$ cat src/sv/gpc_pkg.sv
package gpc_pkg;

  localparam int unsigned FilterStages = 3;
  localparam logic [22:0] DegPerRadQ16 = 23'd3754937;

  localparam logic [12:0] ResXReset = 13'd1920;
  localparam logic [12:0] ResYReset = 13'd1080;
  localparam logic [7:0] ClosureThresholdReset = 8'd128;
  localparam logic [15:0] BlinkMaxReset = 16'd500;
  localparam logic [15:0] PairMaxReset = 16'd1500;
  localparam logic [15:0] PairMinReset = 16'd10;
  localparam logic [6:0] SmoothDivisorReset = 7'd5;
  localparam logic [6:0] HalfSpanReset = 7'd10;

  typedef enum logic [2:0] {
    REG_RES_X = 3'd0,
    REG_RES_Y = 3'd1,
    REG_CLOSURE_THRESHOLD = 3'd2,
    REG_BLINK_MAX = 3'd3,
    REG_PAIR_MAX = 3'd4,
    REG_PAIR_MIN = 3'd5,
    REG_SMOOTH_DIVISOR = 3'd6,
    REG_HALF_SPAN = 3'd7
  } reg_index_t;

  typedef enum logic [1:0] {
    EV_NONE = 2'd0,
    EV_MOVE = 2'd1,
    EV_CLICK = 2'd2
  } event_kind_t;

  typedef enum logic [3:0] {
    ST_IDLE,
    ST_DECIDE,
    ST_MAP_MUL,
    ST_MAP_DIV,
    ST_MAP_DONE,
    ST_FILT_START,
    ST_FILT_DIV,
    ST_FILT_DONE,
    ST_OUT
  } state_t;

  typedef struct packed {
    logic load;
    logic decide;
    logic mul_start;
    logic div_start;
    logic map_store;
    logic filt_store;
    logic out_load;
    logic axis;
    logic [2:0] stage;
  } cmd_t;

  typedef struct packed {
    logic mul_done;
    logic div_done;
    logic run;
  } status_t;

endpackage

$ cat src/sv/gpc_if.sv
interface gpc_in_if;
  logic valid;
  logic ready;
  logic [7:0] left_closure;
  logic [7:0] right_closure;
  logic [2:0] gaze_quality;
  logic signed [15:0] head_pitch;
  logic signed [15:0] head_yaw;
  logic [31:0] time_ms;
  modport source (output valid, left_closure, right_closure, gaze_quality, head_pitch,
    head_yaw, time_ms, input ready);
  modport sink (input valid, left_closure, right_closure, gaze_quality, head_pitch,
    head_yaw, time_ms, output ready);
endinterface

interface gpc_out_if;
  logic valid;
  logic ready;
  logic [1:0] event_kind;
  logic [12:0] pointer_x;
  logic [12:0] pointer_y;
  modport source (output valid, event_kind, pointer_x, pointer_y, input ready);
  modport sink (input valid, event_kind, pointer_x, pointer_y, output ready);
endinterface

interface gpc_cfg_if;
  logic valid;
  logic ready;
  logic [2:0] index;
  logic [15:0] data;
  modport source (output valid, index, data, input ready);
  modport sink (input valid, index, data, output ready);
endinterface

$ cat src/sv/gpc_divider.sv
module gpc_divider #(
  parameter int unsigned NumW = 48,
  parameter int unsigned DenW = 32
) (
  input  logic clk,
  input  logic rst,
  input  logic start,
  input  logic [NumW-1:0] num,
  input  logic [DenW-1:0] den,
  output logic done,
  output logic [NumW-1:0] quo
);
  localparam int unsigned CntW = $clog2(NumW + 1);
  logic [NumW-1:0] q;
  logic [DenW:0] rem;
  logic [DenW-1:0] d;
  logic [CntW-1:0] cnt;
  logic busy;
  logic [DenW:0] trial;

  assign trial = {rem[DenW-1:0], q[NumW-1]};
  assign quo = q;

  always_ff @(posedge clk) begin
    if (rst) begin
      busy <= 1'b0;
      done <= 1'b0;
      cnt <= '0;
    end else begin
      done <= 1'b0;
      if (start) begin
        busy <= 1'b1;
        cnt <= CntW'(NumW);
      end else if (busy) begin
        cnt <= cnt - 1'b1;
        if (cnt == CntW'(1)) begin
          busy <= 1'b0;
          done <= 1'b1;
        end
      end
    end
  end

  always_ff @(posedge clk) begin
    if (start) begin
      q <= num;
      rem <= '0;
      d <= den;
    end else if (busy) begin
      if (trial >= {1'b0, d}) begin
        rem <= trial - {1'b0, d};
        q <= {q[NumW-2:0], 1'b1};
      end else begin
        rem <= trial;
        q <= {q[NumW-2:0], 1'b0};
      end
    end
  end
endmodule

$ cat src/sv/gpc_datapath.sv
module gpc_datapath #(
  parameter int unsigned FILTER_STAGES = gpc_pkg::FilterStages
) (
  input  logic clk,
  input  logic rst,
  gpc_in_if.sink in_ch,
  gpc_cfg_if.sink cfg_ch,
  input  gpc_pkg::cmd_t cmd,
  output gpc_pkg::status_t status,
  output logic [1:0] event_kind,
  output logic [12:0] pointer_x,
  output logic [12:0] pointer_y
);
  localparam int unsigned StW = (FILTER_STAGES > 1) ? $clog2(FILTER_STAGES) : 1;

  logic [12:0] res_x, res_y;
  logic [7:0] thr;
  logic [15:0] blink_max, pair_max, pair_min;
  logic [6:0] sdiv, hspan;

  logic [7:0] l_c, r_c;
  logic [2:0] qual;
  logic signed [15:0] pitch, yaw;
  logic [31:0] t_s;

  logic blink_phase, pair_phase;
  logic [31:0] close_time, first_time;
  logic [12:0] saved_x, saved_y;
  logic [20:0] stage_x [FILTER_STAGES];
  logic [20:0] stage_y [FILTER_STAGES];
  logic [21:0] mapped [2];

  logic [27:0] m1;
  logic [49:0] prod;
  logic [20:0] diff_mag;
  logic diff_neg;

  logic [49:0] div_num;
  logic [31:0] div_den;
  logic div_done;
  logic [49:0] div_q;

  always_ff @(posedge clk) begin
    if (rst) begin
      res_x <= gpc_pkg::ResXReset;
      res_y <= gpc_pkg::ResYReset;
      thr <= gpc_pkg::ClosureThresholdReset;
      blink_max <= gpc_pkg::BlinkMaxReset;
      pair_max <= gpc_pkg::PairMaxReset;
      pair_min <= gpc_pkg::PairMinReset;
      sdiv <= gpc_pkg::SmoothDivisorReset;
      hspan <= gpc_pkg::HalfSpanReset;
    end else if (cfg_ch.valid) begin
      case (gpc_pkg::reg_index_t'(cfg_ch.index))
        gpc_pkg::REG_RES_X: res_x <= cfg_ch.data[12:0];
        gpc_pkg::REG_RES_Y: res_y <= cfg_ch.data[12:0];
        gpc_pkg::REG_CLOSURE_THRESHOLD: thr <= cfg_ch.data[7:0];
        gpc_pkg::REG_BLINK_MAX: blink_max <= cfg_ch.data;
        gpc_pkg::REG_PAIR_MAX: pair_max <= cfg_ch.data;
        gpc_pkg::REG_PAIR_MIN: pair_min <= cfg_ch.data;
        gpc_pkg::REG_SMOOTH_DIVISOR: sdiv <= cfg_ch.data[6:0];
        gpc_pkg::REG_HALF_SPAN: hspan <= cfg_ch.data[6:0];
        default: ;
      endcase
    end
  end
  assign cfg_ch.ready = 1'b1;

  always_ff @(posedge clk) begin
    if (cmd.load) begin
      l_c <= in_ch.left_closure;
      r_c <= in_ch.right_closure;
      qual <= in_ch.gaze_quality;
      pitch <= in_ch.head_pitch;
      yaw <= in_ch.head_yaw;
      t_s <= in_ch.time_ms;
    end
  end

  logic closed, opened, blink_now, run_now, click_now;
  logic [31:0] close_gap, pair_gap;
  always_comb begin
    closed = (l_c > thr) && (r_c > thr);
    opened = (l_c < thr) && (r_c < thr);
    close_gap = t_s - close_time;
    pair_gap = t_s - first_time;
    blink_now = blink_phase && opened && (close_gap < {16'd0, blink_max});
    click_now = blink_now && pair_phase && !(pair_gap > {16'd0, pair_max})
      && (pair_gap >= {16'd0, pair_min});
    run_now = blink_now ? !pair_phase : (qual != 3'd0);
  end

  logic dec_blink, dec_first, dec_click;
  always_ff @(posedge clk) begin
    if (rst) begin
      blink_phase <= 1'b0;
      pair_phase <= 1'b0;
      close_time <= '0;
      first_time <= '0;
      dec_blink <= 1'b0;
      dec_first <= 1'b0;
      dec_click <= 1'b0;
    end else if (cmd.decide) begin
      dec_blink <= blink_now;
      dec_first <= blink_now && !pair_phase;
      dec_click <= click_now;
      if (!blink_phase) begin
        if (closed) begin
          close_time <= t_s;
          blink_phase <= 1'b1;
        end
      end else if (opened) begin
        blink_phase <= 1'b0;
      end
      if (blink_now) begin
        if (!pair_phase) begin
          first_time <= t_s;
          pair_phase <= 1'b1;
        end else if (pair_gap > {16'd0, pair_max} || click_now) begin
          pair_phase <= 1'b0;
        end
      end
    end
  end

  logic signed [15:0] ang;
  logic [15:0] mag;
  logic [12:0] res_a;
  logic [6:0] hs_eff;
  assign ang = cmd.axis ? pitch : yaw;
  assign res_a = cmd.axis ? res_y : res_x;
  assign mag = ang[15] ? 16'(-ang) : 16'(ang);
  assign hs_eff = (hspan == 7'd0) ? 7'd1 : hspan;

  logic mul_done;
  always_ff @(posedge clk) begin
    if (rst) begin
      mul_done <= 1'b0;
    end else begin
      mul_done <= cmd.mul_start;
    end
  end
  always_ff @(posedge clk) begin
    if (cmd.mul_start) begin
      m1 <= 28'(mag) * 28'(res_a);
    end
  end
  assign prod = 50'(m1) * 50'(gpc_pkg::DegPerRadQ16);

  assign status = '{mul_done: mul_done, div_done: div_done, run: run_now};

  logic [20:0] src_v, cur_v;
  logic [6:0] sd_eff;
  assign sd_eff = (sdiv == 7'd0) ? 7'd1 : sdiv;
  always_comb begin
    if (cmd.stage[StW-1:0] == '0) begin
      src_v = mapped[cmd.axis][20:0];
    end else if (cmd.axis) begin
      src_v = stage_y[cmd.stage[StW-1:0] - 1'b1];
    end else begin
      src_v = stage_x[cmd.stage[StW-1:0] - 1'b1];
    end
    cur_v = cmd.axis ? stage_y[cmd.stage[StW-1:0]] : stage_x[cmd.stage[StW-1:0]];
  end

  always_comb begin
    if (cmd.mul_start || mul_done) begin
      div_num = prod + {22'd0, hs_eff, 21'd0};
      div_den = {3'd0, hs_eff, 22'd0};
    end else begin
      div_num = {29'd0, diff_mag};
      div_den = {25'd0, sd_eff};
    end
  end

  always_comb begin
    diff_neg = src_v < cur_v;
    diff_mag = diff_neg ? (cur_v - src_v) : (src_v - cur_v);
  end

  gpc_divider #(.NumW(50), .DenW(32)) u_div (
    .clk(clk), .rst(rst), .start(cmd.div_start), .num(div_num), .den(div_den),
    .done(div_done), .quo(div_q)
  );

  logic [21:0] center, topv;
  logic signed [51:0] cval;
  assign center = {2'd0, res_a, 7'd0};
  assign topv = {1'b0, res_a, 8'd0};
  always_comb begin
    if (ang[15]) begin
      cval = $signed({30'd0, center}) + $signed({2'd0, div_q});
    end else begin
      cval = $signed({30'd0, center}) - $signed({2'd0, div_q});
    end
  end

  always_ff @(posedge clk) begin
    if (cmd.map_store) begin
      if (cval < 0) begin
        mapped[cmd.axis] <= '0;
      end else if (cval > $signed({30'd0, topv})) begin
        mapped[cmd.axis] <= topv;
      end else begin
        mapped[cmd.axis] <= cval[21:0];
      end
    end
  end

  logic [20:0] new_v;
  assign new_v = diff_neg ? 21'(cur_v - div_q[20:0]) : 21'(cur_v + div_q[20:0]);
  always_ff @(posedge clk) begin
    if (rst) begin
      for (int i = 0; i < FILTER_STAGES; i++) begin
        stage_x[i] <= '0;
        stage_y[i] <= '0;
      end
    end else if (cmd.filt_store) begin
      if (cmd.axis) begin
        stage_y[cmd.stage[StW-1:0]] <= new_v;
      end else begin
        stage_x[cmd.stage[StW-1:0]] <= new_v;
      end
    end
  end

  logic [12:0] fx, fy;
  assign fx = stage_x[FILTER_STAGES-1][20:8];
  assign fy = stage_y[FILTER_STAGES-1][20:8];
  always_ff @(posedge clk) begin
    if (rst) begin
      saved_x <= '0;
      saved_y <= '0;
    end else if (cmd.out_load && dec_first) begin
      saved_x <= fx;
      saved_y <= fy;
    end
  end

  always_ff @(posedge clk) begin
    if (cmd.out_load) begin
      if (dec_click) begin
        event_kind <= gpc_pkg::EV_CLICK;
        pointer_x <= saved_x;
        pointer_y <= saved_y;
      end else if (!dec_blink && qual != 3'd0) begin
        event_kind <= gpc_pkg::EV_MOVE;
        pointer_x <= fx;
        pointer_y <= fy;
      end else begin
        event_kind <= gpc_pkg::EV_NONE;
        pointer_x <= '0;
        pointer_y <= '0;
      end
    end
  end
endmodule

$ cat src/sv/gpc_control.sv
module gpc_control #(
  parameter int unsigned FILTER_STAGES = gpc_pkg::FilterStages
) (
  input  logic clk,
  input  logic rst,
  input  logic in_valid,
  output logic in_ready,
  output logic out_valid,
  input  logic out_ready,
  input  gpc_pkg::status_t status,
  output gpc_pkg::cmd_t cmd
);
  gpc_pkg::state_t state, state_next;
  logic axis, axis_next;
  logic [2:0] stage, stage_next;
  logic out_full;

  always_ff @(posedge clk) begin
    if (rst) begin
      state <= gpc_pkg::ST_IDLE;
      axis <= 1'b0;
      stage <= '0;
      out_full <= 1'b0;
    end else begin
      state <= state_next;
      axis <= axis_next;
      stage <= stage_next;
      if (state == gpc_pkg::ST_OUT) begin
        out_full <= 1'b1;
      end else if (out_ready) begin
        out_full <= 1'b0;
      end
    end
  end

  always_comb begin
    state_next = state;
    axis_next = axis;
    stage_next = stage;
    case (state)
      gpc_pkg::ST_IDLE: begin
        if (in_valid) state_next = gpc_pkg::ST_DECIDE;
      end
      gpc_pkg::ST_DECIDE: begin
        axis_next = 1'b0;
        stage_next = '0;
        state_next = status.run ? gpc_pkg::ST_MAP_MUL : gpc_pkg::ST_OUT;
      end
      gpc_pkg::ST_MAP_MUL: begin
        if (status.mul_done) state_next = gpc_pkg::ST_MAP_DIV;
      end
      gpc_pkg::ST_MAP_DIV: begin
        if (status.div_done) state_next = gpc_pkg::ST_MAP_DONE;
      end
      gpc_pkg::ST_MAP_DONE: begin
        if (axis) begin
          axis_next = 1'b0;
          state_next = gpc_pkg::ST_FILT_START;
        end else begin
          axis_next = 1'b1;
          state_next = gpc_pkg::ST_MAP_MUL;
        end
      end
      gpc_pkg::ST_FILT_START: begin
        state_next = gpc_pkg::ST_FILT_DIV;
      end
      gpc_pkg::ST_FILT_DIV: begin
        if (status.div_done) state_next = gpc_pkg::ST_FILT_DONE;
      end
      gpc_pkg::ST_FILT_DONE: begin
        if (!axis) begin
          axis_next = 1'b1;
          state_next = gpc_pkg::ST_FILT_START;
        end else if (stage == 3'(FILTER_STAGES - 1)) begin
          state_next = gpc_pkg::ST_OUT;
        end else begin
          axis_next = 1'b0;
          stage_next = stage + 1'b1;
          state_next = gpc_pkg::ST_FILT_START;
        end
      end
      gpc_pkg::ST_OUT: begin
        if (!out_full || out_ready) state_next = gpc_pkg::ST_IDLE;
      end
      default: state_next = gpc_pkg::ST_IDLE;
    endcase
  end

  logic entering;
  assign entering = (state_next != state);

  always_comb begin
    cmd = '0;
    cmd.axis = axis;
    cmd.stage = stage;
    in_ready = (state == gpc_pkg::ST_IDLE);
    out_valid = out_full;
    case (state)
      gpc_pkg::ST_IDLE: cmd.load = in_valid;
      gpc_pkg::ST_DECIDE: cmd.decide = 1'b1;
      gpc_pkg::ST_MAP_MUL: begin
        cmd.mul_start = !status.mul_done && !entering;
        cmd.div_start = status.mul_done;
      end
      gpc_pkg::ST_MAP_DIV: cmd.map_store = status.div_done;
      gpc_pkg::ST_FILT_START: cmd.div_start = 1'b1;
      gpc_pkg::ST_FILT_DIV: cmd.filt_store = status.div_done;
      gpc_pkg::ST_OUT: cmd.out_load = !out_full || out_ready;
      default: ;
    endcase
  end
endmodule

$ cat src/sv/gaze_pointer_click_controller.sv
// A sample that leaves the filter alone goes from ST_DECIDE straight to ST_OUT; when
// the filter runs, two mappings and six filter steps come first, each set by the
// shared 50-step bit-serial divider.
// One sample is in work at a time; the next is taken in the idle cycle after the result
// is registered, and ST_OUT holds while the output still holds an unaccepted result.
// Synchronous reset restores the configuration registers to defaults and clears the filter and detectors.
module gaze_pointer_click_controller #(
  parameter int unsigned FILTER_STAGES = gpc_pkg::FilterStages
) (
  input  logic clk,
  input  logic rst,
  gpc_in_if.sink in_ch,
  gpc_out_if.source out_ch,
  gpc_cfg_if.sink cfg_ch
);
  gpc_pkg::cmd_t cmd;
  gpc_pkg::status_t status;

  gpc_control #(.FILTER_STAGES(FILTER_STAGES)) u_ctrl (
    .clk(clk), .rst(rst), .in_valid(in_ch.valid), .in_ready(in_ch.ready),
    .out_valid(out_ch.valid), .out_ready(out_ch.ready), .status(status), .cmd(cmd)
  );

  gpc_datapath #(.FILTER_STAGES(FILTER_STAGES)) u_dp (
    .clk(clk), .rst(rst), .in_ch(in_ch), .cfg_ch(cfg_ch), .cmd(cmd), .status(status),
    .event_kind(out_ch.event_kind), .pointer_x(out_ch.pointer_x),
    .pointer_y(out_ch.pointer_y)
  );
endmodule
$ cat src/flat_wrapper.sv
// flat-port wrapper written by rule: the top's interface ports become plain ports
module gaze_pointer_click_controller_flat 
#(
  parameter int unsigned FILTER_STAGES = gpc_pkg::FilterStages
)
  (clk, rst, in_ch_valid, in_ch_left_closure, in_ch_right_closure, in_ch_gaze_quality, in_ch_head_pitch, in_ch_head_yaw, in_ch_time_ms, in_ch_ready, out_ch_valid, out_ch_event_kind, out_ch_pointer_x, out_ch_pointer_y, out_ch_ready, cfg_ch_valid, cfg_ch_index, cfg_ch_data, cfg_ch_ready);
  gpc_in_if in_ch_i ();
  gpc_out_if out_ch_i ();
  gpc_cfg_if cfg_ch_i ();
  input  logic clk;
  input  logic rst;
  input wire logic [$bits(in_ch_i.valid)-1:0] in_ch_valid;
  input wire logic [$bits(in_ch_i.left_closure)-1:0] in_ch_left_closure;
  input wire logic [$bits(in_ch_i.right_closure)-1:0] in_ch_right_closure;
  input wire logic [$bits(in_ch_i.gaze_quality)-1:0] in_ch_gaze_quality;
  input wire logic [$bits(in_ch_i.head_pitch)-1:0] in_ch_head_pitch;
  input wire logic [$bits(in_ch_i.head_yaw)-1:0] in_ch_head_yaw;
  input wire logic [$bits(in_ch_i.time_ms)-1:0] in_ch_time_ms;
  output wire logic [$bits(in_ch_i.ready)-1:0] in_ch_ready;
  output wire logic [$bits(out_ch_i.valid)-1:0] out_ch_valid;
  output wire logic [$bits(out_ch_i.event_kind)-1:0] out_ch_event_kind;
  output wire logic [$bits(out_ch_i.pointer_x)-1:0] out_ch_pointer_x;
  output wire logic [$bits(out_ch_i.pointer_y)-1:0] out_ch_pointer_y;
  input wire logic [$bits(out_ch_i.ready)-1:0] out_ch_ready;
  input wire logic [$bits(cfg_ch_i.valid)-1:0] cfg_ch_valid;
  input wire logic [$bits(cfg_ch_i.index)-1:0] cfg_ch_index;
  input wire logic [$bits(cfg_ch_i.data)-1:0] cfg_ch_data;
  output wire logic [$bits(cfg_ch_i.ready)-1:0] cfg_ch_ready;
  assign in_ch_i.valid = in_ch_valid;
  assign in_ch_i.left_closure = in_ch_left_closure;
  assign in_ch_i.right_closure = in_ch_right_closure;
  assign in_ch_i.gaze_quality = in_ch_gaze_quality;
  assign in_ch_i.head_pitch = in_ch_head_pitch;
  assign in_ch_i.head_yaw = in_ch_head_yaw;
  assign in_ch_i.time_ms = in_ch_time_ms;
  assign in_ch_ready = in_ch_i.ready;
  assign out_ch_valid = out_ch_i.valid;
  assign out_ch_event_kind = out_ch_i.event_kind;
  assign out_ch_pointer_x = out_ch_i.pointer_x;
  assign out_ch_pointer_y = out_ch_i.pointer_y;
  assign out_ch_i.ready = out_ch_ready;
  assign cfg_ch_i.valid = cfg_ch_valid;
  assign cfg_ch_i.index = cfg_ch_index;
  assign cfg_ch_i.data = cfg_ch_data;
  assign cfg_ch_ready = cfg_ch_i.ready;
  gaze_pointer_click_controller #(.FILTER_STAGES(FILTER_STAGES)) u_core (.clk(clk), .rst(rst), .in_ch(in_ch_i), .out_ch(out_ch_i), .cfg_ch(cfg_ch_i));
endmodule
$ cat config.mk
export PLATFORM = sky130hd
export DESIGN_NAME = gaze_pointer_click_controller_flat
export DESIGN_NICKNAME = d
export VERILOG_FILES = /design/src/sv/gpc_pkg.sv /design/src/sv/gpc_if.sv /design/src/sv/gpc_divider.sv /design/src/sv/gpc_datapath.sv /design/src/sv/gpc_control.sv /design/src/sv/gaze_pointer_click_controller.sv /design/src/flat_wrapper.sv
export SDC_FILE = /design/constraint.sdc
export NUM_CORES = 2
export LEC_CHECK = 0
export ABC_AREA = 0
export ABC_CLOCK_PERIOD_IN_PS = 11850
export BUFFER_PORTS_ARGS = -buffer_cell sky130_fd_sc_hd__buf_4
export CORE_ASPECT_RATIO = 0.7
export CORE_UTILIZATION = 34
export CTS_CLUSTER_DIAMETER = 30
export CTS_CLUSTER_SIZE = 20
export DETAILED_ROUTE_END_ITERATION = 10
export PLACE_DENSITY = 0.49
export SETUP_SLACK_MARGIN = 0.4
export SLEW_MARGIN = 20
export SYNTH_ARGS = -nofsm -noshare
export SYNTH_HDL_FRONTEND = slang
export SYNTH_SLANG_ARGS = --single-unit
$ cat constraint.sdc
create_clock -name clk -period 11.85 [get_ports clk]
set_input_delay 0.5925 -clock clk [delete_from_list [all_inputs] [get_ports clk]]
set_output_delay 0.5925 -clock clk [all_outputs]
set_load 0.02 [all_outputs]
==> flow_summary.json <==
{
  "pre_cts_ws_ps": 2870,
  "whs_ps": 54.3,
  "io_buffers": 136,
  "synth_cell_types": 99,
  "rows": 126,
  "synth_most_common_cell": "inv_1",
  "tns_ps": 0,
  "drive_above_1_share_pct": 9.51,
  "synth_ff_type": "edfxtp_1",
  "synth_edf_count": 413,
  "yosysTopAreaCell": "edfxtp_1",
  "fmax_ghz": 0.111,
  "relSlewSlack_pct": 27.7,
  "path_class": "flop to flop",
  "grt_overflow_total": 0,
  "critPathLaunchType": "flop",
  "clock_skew_ps": 55.8,
  "clock_latency_ps": 750,
  "drc_errors": 0,
  "grt_setup_unrepaired": "no",
  "ant_nets": 0,
  "grt_pass1_wl_mm": 270,
  "hold_buffers": 73,
  "nets": 7377,
  "hold_viol": 0,
  "numCtsBuffers": 121,
  "setup_viol": 0,
  "synth_nets": 7222,
  "grt_usage_pct": 20.4,
  "yosysSeqAreaShare_pct": 30.0,
  "wire_per_inst_um": 20.3,
  "yosys_warnings": 0,
  "die_h_um": 347,
  "finalCriticalPeriod_ps": 9030,
  "vias_per_cell": 5.17,
  "netlist_area_um2": 57700,
  "reg2reg_to": "u_core.u_dp.m1[26]",
  "period_share_pct": 76.2,
  "floorplan.initialDensity_pct": 34.2,
  "die_area_um2": 171000,
  "design.core.area_um2": 169000,
  "synth_commonest_cells": "inv_1, nand2_1, ha_1, nor2_1, edfxtp_1",
  "cts_max_path_buffers": 3,
  "antenna_found_initial": 5,
  "post_dp_cell_area_um2": 61200,
  "drt_wl_total_mm": 176,
  "cts.repair.resized": 0,
  "ys_ff_latch": 657,
  "critPathMaxFanout": 56,
  "clockRootBuffer": "clkbuf_16",
  "drt_first_pass_iters": 6,
  "pin_count": 138,
  "final_cell_area_um2": 66200,
  "reg2reg_slack_ps": 2820,
  "cts_sinks": 657,
  "post_cts_buffers": 0,
  "reg2reg_from": "u_core.u_ctrl.axis",
  "htree_levels": 3,
  "required_ps": 12320,
  "ys_top_cells_by_area": "edfxtp_1, fa_1, ha_1",
  "clk_pin_slew_ps": 60,
  "syn_to_final_growth_pct": 14.8,
  "grt_max_degree": 79,
  "tightest_slew_ps": 1070,
  "hold-path-endpoint": "u_core.u_dp.t_s[1]",
  "gp_congestion": 0.914,
  "die_x_um": 494,
  "r2r_cells": 25,
  "min_path_type": "primary input to flop",
  "maxSlewViolCount": 0,
  "setup_slack_ps": 2820,
  "drt_first_iter_violations": 3842,
  "synthArstFlopShare_pct": 0,
  "hp-start": "in_ch_time_ms[1]",
  "dp_hpwl_mm": 134,
  "syn_area_per_cell_um2": 9.42,
  "maxCapViolations": 0,
  "critPathArrivalTime_ps": 9500,
  "synth.top_cell.area_share_pct": 21.5,
  "grt_pass1_vias": 43800,
  "cts_tree": "done",
  "netlist_instances": 6122,
  "end_kind": "flop",
  "outcome": "finished clean",
  "whs_path_depth": 1,
  "vias": 44600
}
==> cell usage in the layout (no fill, tap or decap), drive strengths merged, types with 32 or more instances in the layout <==
cell type,count
and2,55
nand2,669
xnor2,162
ha,584
nor3,93
a21oi,338
a22o,32
dfxtp,244
a31oi,32
fa,409
xor2,84
nand2b,68
mux2i,136
nand3,76
nor2,573
nand4,44
a21o,94
mux4,84
buf,214
clkbuf,133
a211oi,42
clkinv,44
edfxtp,413
nor2b,63
o21ai,210
inv,899
dlygate4sd3,73
==> how the worst max path moves through the flow <==
stage / depth (start not counted) / from / slack, ps / end
3_3_place_gp: 28 / u_core.u_ctrl.axis / 2900 / u_core.u_dp.m1[26]
3_5_place_dp: 29 / u_core.u_ctrl.stage[1] / 2870 / u_core.u_dp.stage_x[3][20]
5_1_grt: 25 / u_core.u_ctrl.axis / 2320 / u_core.u_dp.m1[26]
2_1_floorplan: 38 / u_core.u_ctrl.stage[0] / 2370 / u_core.u_dp.stage_x[3][19]
6_report: 25 / u_core.u_ctrl.axis / 2820 / u_core.u_dp.m1[26]
4_1_cts: 28 / u_core.u_ctrl.stage[1] / 2800 / u_core.u_dp.stage_x[3][20]
==> state kept, by name, summed over array words and instances (netlist names), 28 cells and up, named ones only <==
| name | cells |
|---|---|
| u_core.u_dp.stage_x | 84 |
| u_core.u_dp.stage_y | 84 |
| u_core.u_dp.u_div.quo | 50 |
| u_core.u_dp.mapped | 42 |
| u_core.u_dp.close_time | 32 |
| u_core.u_dp.first_time | 32 |
| u_core.u_dp.t_s | 32 |
| u_core.u_dp.u_div.rem | 32 |
| u_core.u_dp.m1 | 28 |
==> logic make-up (layout without fill, tap and decap cells) <==
family	Yosys count	in the layout	synth area share, %
flip-flops	657	657	30.0
AO/OA/AOI/OAI	1058	1058	11.9
adder cells (fa/ha/maj)	993	993	26.9
XOR/XNOR	246	246	3.74
AND/OR/NAND/NOR	1807	1807	14.2
other	1	2	0.00650
buffers and inverters	1130	1394	7.46
multiplexers	230	230	5.84
==> cell type report <==
| cell class | instances | area (um^2) |
|---|---|---|
| inverters | 875 | 3280 |
| diodes | 1 | 2.50 |
| clock buffers | 133 | 3160 |
| well taps | 2240 | 2800 |
| clock inverters | 99 | 1150 |
| repair buffers | 287 | 2340 |
| multi-input cells | 4335 | 36200 |
| fillers | 16800 | 102000 |
| flip-flops and latches | 657 | 17300 |
==> critical path: stages, from the launching register on <==
cell,delay (ps)
dfxtp_4,740
buf_4,650
mux2_2,280
buf_4,580
nand2_1,210
xor2_1,740
nand2_1,170
fa_1,580
inv_1,60
fa_1,510
fa_1,510
inv_1,50
fa_1,460
fa_1,540
inv_1,40
ha_1,330
nor2b_1,160
o21a_1,190
o41a_1,350
a41o_1,300
o41a_1,360
a41oi_1,280
a211o_1,230
o21ai_0,90
a21oi_1,190
xnor2_1,80
==> routing by layer <==
layer / GRT usage (%) / share of wire, % / vias to the layer above / routed length, um
li1: - / - / 21200 / -
met1: 32.6 / 52 / 22000 / 91500
met2: 28.5 / 40 / 1185 / 70400
met3: 3.49 / 6.6 / 151 / 11600
met4: 3.31 / 1.1 / 0 / 2010
met5: 0 / 0 / - / 0
==> stage by stage <==
stage	cells	util, %
2_1_floorplan	6122	-
3_3_place_gp	8321	36.3
3_5_place_dp	8321	36.3
4_1_cts	8626	39.3
5_1_grt	8627	39.3
6_report	8627	39.3
Power is not shown: default switching activity piles up to over one toggle a cycle in this logic, so the estimate is an artifact.
